==> src/design/mcrf_pkg.sv <==
// ----------------------------------------------------------------------------
// mcrf_pkg: shared types and codes for the multi-channel ring FIFO
// Request/response structs, operation and status codes, register map.
// ----------------------------------------------------------------------------
package mcrf_pkg;

    // Default build sizes
    localparam int MAX_CHANNELS_DEF   = 32;
    localparam int MAX_DEPTH_LOG2_DEF = 8;
    localparam int WORD_WIDTH_DEF     = 32;

    // APB register map
    localparam int APB_ADDR_W = 3;
    localparam int APB_DATA_W = 32;
    localparam logic REG_CHANNEL_COUNT = 1'b0;
    localparam logic REG_DEPTH_LOG2    = 1'b1;

    // Register reset values
    localparam logic [5:0] CHANNEL_COUNT_RST = 6'd32;
    localparam logic [3:0] DEPTH_LOG2_RST    = 4'd8;

    // Operation codes
    localparam logic [1:0] KIND_PUSH  = 2'd0;
    localparam logic [1:0] KIND_POP   = 2'd1;
    localparam logic [1:0] KIND_CLEAR = 2'd2;
    localparam logic [1:0] KIND_QUERY = 2'd3;

    // Status codes
    localparam logic [1:0] ST_DONE    = 2'd0;
    localparam logic [1:0] ST_FULL    = 2'd1;
    localparam logic [1:0] ST_EMPTY   = 2'd2;
    localparam logic [1:0] ST_INVALID = 2'd3;

    typedef struct packed {
        logic [1:0]  kind;
        logic [4:0]  channel;
        logic [31:0] write_data;
    } req_t;

    typedef struct packed {
        logic [1:0]  status;
        logic [31:0] read_data;
        logic [8:0]  fill_count;
        logic [8:0]  free_count;
    } rsp_t;

    // Live configuration handed from the register block to the datapath
    typedef struct packed {
        logic [8:0] live_channels;  // clamped channel count
        logic [4:0] live_depth;     // clamped log2 capacity
        logic       clear;          // pulse: any register write resets pointers
    } cfg_t;

endpackage

==> src/design/mcrf_cfg.sv <==
// ----------------------------------------------------------------------------
// mcrf_cfg: APB configuration registers
// Holds channel_count and depth_log2, clamps them to the build limits and
// flags a pointer reset on every write.
// ----------------------------------------------------------------------------
module mcrf_cfg #(
    parameter int MAX_CHANNELS   = mcrf_pkg::MAX_CHANNELS_DEF,
    parameter int MAX_DEPTH_LOG2 = mcrf_pkg::MAX_DEPTH_LOG2_DEF
) (
    input  logic                            clk,
    input  logic                            rst_n,
    input  logic                            psel,
    input  logic                            penable,
    input  logic                            pwrite,
    input  logic [mcrf_pkg::APB_ADDR_W-1:0] paddr,
    input  logic [mcrf_pkg::APB_DATA_W-1:0] pwdata,
    output logic [mcrf_pkg::APB_DATA_W-1:0] prdata,
    output logic                            pready,
    output mcrf_pkg::cfg_t                  cfg
);
    import mcrf_pkg::*;

    logic [5:0] channel_count_reg;
    logic [3:0] depth_log2_reg;
    logic       wr_en;
    logic       reg_sel;

    assign pready  = 1'b1;
    assign reg_sel = paddr[2];
    assign wr_en   = psel && penable && pwrite;

    always_ff @(posedge clk or negedge rst_n)
    begin
        if (!rst_n)
        begin
            channel_count_reg <= CHANNEL_COUNT_RST;
            depth_log2_reg    <= DEPTH_LOG2_RST;
        end
        else if (wr_en)
        begin
            case (reg_sel)
                REG_CHANNEL_COUNT: channel_count_reg <= pwdata[5:0];
                default:           depth_log2_reg    <= pwdata[3:0];
            endcase
        end
    end

    always_comb
    begin
        case (reg_sel)
            REG_CHANNEL_COUNT: prdata = APB_DATA_W'(channel_count_reg);
            default:           prdata = APB_DATA_W'(depth_log2_reg);
        endcase
    end

    // clamp to what the build can hold
    always_comb
    begin
        cfg.live_channels = (9'(channel_count_reg) > 9'(MAX_CHANNELS))
                          ? 9'(MAX_CHANNELS) : 9'(channel_count_reg);
        cfg.live_depth    = (5'(depth_log2_reg) > 5'(MAX_DEPTH_LOG2))
                          ? 5'(MAX_DEPTH_LOG2) : 5'(depth_log2_reg);
        cfg.clear         = wr_en;
    end

endmodule

==> config.mk <==
export PLATFORM = sky130hd
export DESIGN_NAME = mcrf_cfg
export DESIGN_NICKNAME = d
export VERILOG_FILES = /design/src/design/mcrf_pkg.sv /design/src/design/mcrf_cfg.sv
export SDC_FILE = /design/constraint.sdc
export NUM_CORES = 1
export LEC_CHECK = 0
export ABC_CLOCK_PERIOD_IN_PS = 2100
export BUFFER_PORTS_ARGS = -buffer_cell sky130_fd_sc_hd__buf_2
export CAP_MARGIN = 0
export CORE_MARGIN = 10
export CORE_UTILIZATION = 36
export CTS_CLUSTER_DIAMETER = 120
export DETAILED_ROUTE_END_ITERATION = 12
export PLACE_DENSITY = 0.9
export SYNTH_ARGS = -nofsm -noshare
export SYNTH_HDL_FRONTEND = slang
export SYNTH_SLANG_ARGS = --single-unit
==> constraint.sdc <==
create_clock -name clk -period 2.1 [get_ports clk]
set_clock_uncertainty 0.15 [all_clocks]
set_input_delay 0.42 -clock clk [delete_from_list [all_inputs] [get_ports clk]]
set_output_delay 0.42 -clock clk [all_outputs]
set_load 0.02 [all_outputs]
==> results.cfg <==
[timing]
finalCriticalPeriod_ns = 1.75
fmax_ghz = 0.573
setup_viol = 0
fin_tns_setup_ns = 0
maxSlewViolCount = 0
setup_ws_ns = 0.355
hold_viol = 0
finalCritPeriodShare_pct = 83.1
rsz0062_at_grt = no

[clock_tree]
clk-insertion-delay-late_ns = 0.27
clock-root-buffer = clkbuf_4
cts_tree = built
htreeDepth = 1
cts_max_path_buffers = 2
cts_buffers = 3
clk_pin_slew_ns = 0.07
cts_sinks = 10
post_cts_resized = 0

[drt]
met1Wirelength_um = 459
totalWireLength_um = 1760
wl_met3_um = 382
drtPass1Iterations = 2
vias_per_cell = 3.95
top_layer_used = met4
drt-initial-drc-count = 3
vias = 505
wl_met2_um = 892
drcViolationCount = 0
ant_nets = 0
wl_per_cell_um = 13.8

[worst_setup_path]
cp_slowest_stage_delay_ns = 0.60
end_kind = output pin
slowest_stage = dfstp_2
required_ns = 1.53
path_class = flip-flop to output pin
crit_path_start_kind = flip-flop
crit_buf_inv = 1
critPathMaxFanout = 8
path_delay_family = flip-flops
worstPathCellList = and2b_2, buf_2
crit_arrival_ns = 1.18

[grt]
grt_max_degree = 11
grt_usage_pct = 7.51
grt-ovfl-total = 0
antenna_found_initial = 0
grt_first_pass_wirelength_um = 2590
grt_pass1_vias = 553

[power]
p_leak_uw = 0.000476
p_per_area_mw_per_mm2 = 921
ir_drop_mv = 0.511

[layout]
seq_area_um2 = 253
num_antenna_cells = 0
multi_input_area_um2 = 378
largest_reg_flops = 6
fillers = 206
fin_area_um2 = 851
post_route_cells_drive_above_1_share_pct = 50.5
utilization_pct = 42.5
finalNetCount = 142
stdcell_count = 128
syn_to_final_growth_pct = 8.97

[placement]
placed_area_um2 = 805
post-dp-hpwl_um = 1560
routabilityCongestion = 0.657
dp_slack_ns = 0.415
place_inst = 123
io_buffers = 28

[floorplan]
die_y_um = 66.6
dieArea_mm2 = 0.00443
io_pins = 88
core_mm2 = 0.00200
dieWidth_um = 66.6
start_util_pct = 39.0
placement_rows = 16

[synth]
synth_fa_ha_area_share_pct = 0
syn_area_um2 = 781
synthArstFlopShare_pct = 100
synthTopCellsByArea = buf_4 (31%), dfrtp_1 (26%), mux2_2 (20%), dfstp_2 (6.7%), nor2b_1 (6.4%)
synth-seq-area-share_pct = 32.4
yosys_warnings = 0
synth_edf_count = 0
ys_ff_latch = 10
synth_area_leader_cell = buf_4
synth_simple_gate_area_share_pct = 13.3
synth_xor_area_share_pct = 0
synth_compound_area_share_pct = 0
synth_top_area_share_pct = 30.8
synthMostInstantiatedCell = buf_4
synth.area.mux_share_pct = 20.2
yosysUniqueCellTypes = 12
synth_cells = 74
syn_avg_cell_area_um2 = 10.6
synth_common_cells = buf_4 (32), mux2_2 (14), dfrtp_1 (8), nor2b_1 (8)
synth_top_family_by_area = buffers and inverters
synth_ff_type = dfrtp_1

[worst_hold_path]
hp-class = primary input to flip-flop

[status]
status = complete, no violations

[job]
cap_violations = 0
metal layers:
metal | vias up | track usage (%)
met5 | - | 0
met3 | 5 | 4.68
met2 | 43 | 14.0
met1 | 229 | 5.79
met4 | 0 | 3.93
li1 | 228 | -
power by group:
group          switching [uW]  leakage [uW]  internal [uW]
registers                38.9      0.000117            242
clock network            68.8     0.0000210            105
logic                     206      0.000338            122
total                     314      0.000476            470
repair_timing:
item,4_1_cts,5_1_grt
hold buffers,1,0
endpoints found under the setup margin,0,0
hold endpoints to repair,8,0
buffers inserted,0,0
final cells by class:
cell class / count / area share, %
flip-flops and latches: 10 / 29.7
multi-input cells: 58 / 44.4
repair buffers: 29 / 17.6
clock buffers: 4 / 4.26
well taps: 27 / 3.97
metrics by stage:
step	power (uW)	hold WS (ns)
2_1_floorplan	554	-0.0256
3_3_place_gp	600	0.132
3_5_place_dp	613	0.136
4_1_cts	791	0.230
5_1_grt	826	0.238
6_report	783	0.231
placed cells by master, fill, tap and decap left out:
cell,count
and2b_2,2
mux2_2,14
nand4b_4,1
conb_1,31
buf_2,28
nand4_1,1
dfstp_2,2
clkbuf_8,1
and3_1,1
dfrtp_1,8
clkbuf_4,3
dlygate4sd3_1,1
nor2b_1,8
final timing paths:
kind | to | cells after the start | slack [ns] | from
max | prdata[5] | 2 | 0.35 | channel_count_reg[5]
min | channel_count_reg[4] | 2 | 0.23 | pwdata[4]
max reg2reg | channel_count_reg[5] | 1 | 1.13 | channel_count_reg[5]
min reg2reg | channel_count_reg[3] | 1 | 0.38 | channel_count_reg[3]
max in group asynchronous | depth_log2_reg[3] | 2 | 1.15 | rst_n
min in group asynchronous | channel_count_reg[1] | 2 | 0.40 | rst_n
cells by family (layout without fill, tap and decap cells):
kind of cell	Yosys count	in the layout
buf+inv	35	33
mux	14	14
other cells	2	31
simple gates	13	13
flops	10	10
(Power assumes the default switching activity.)
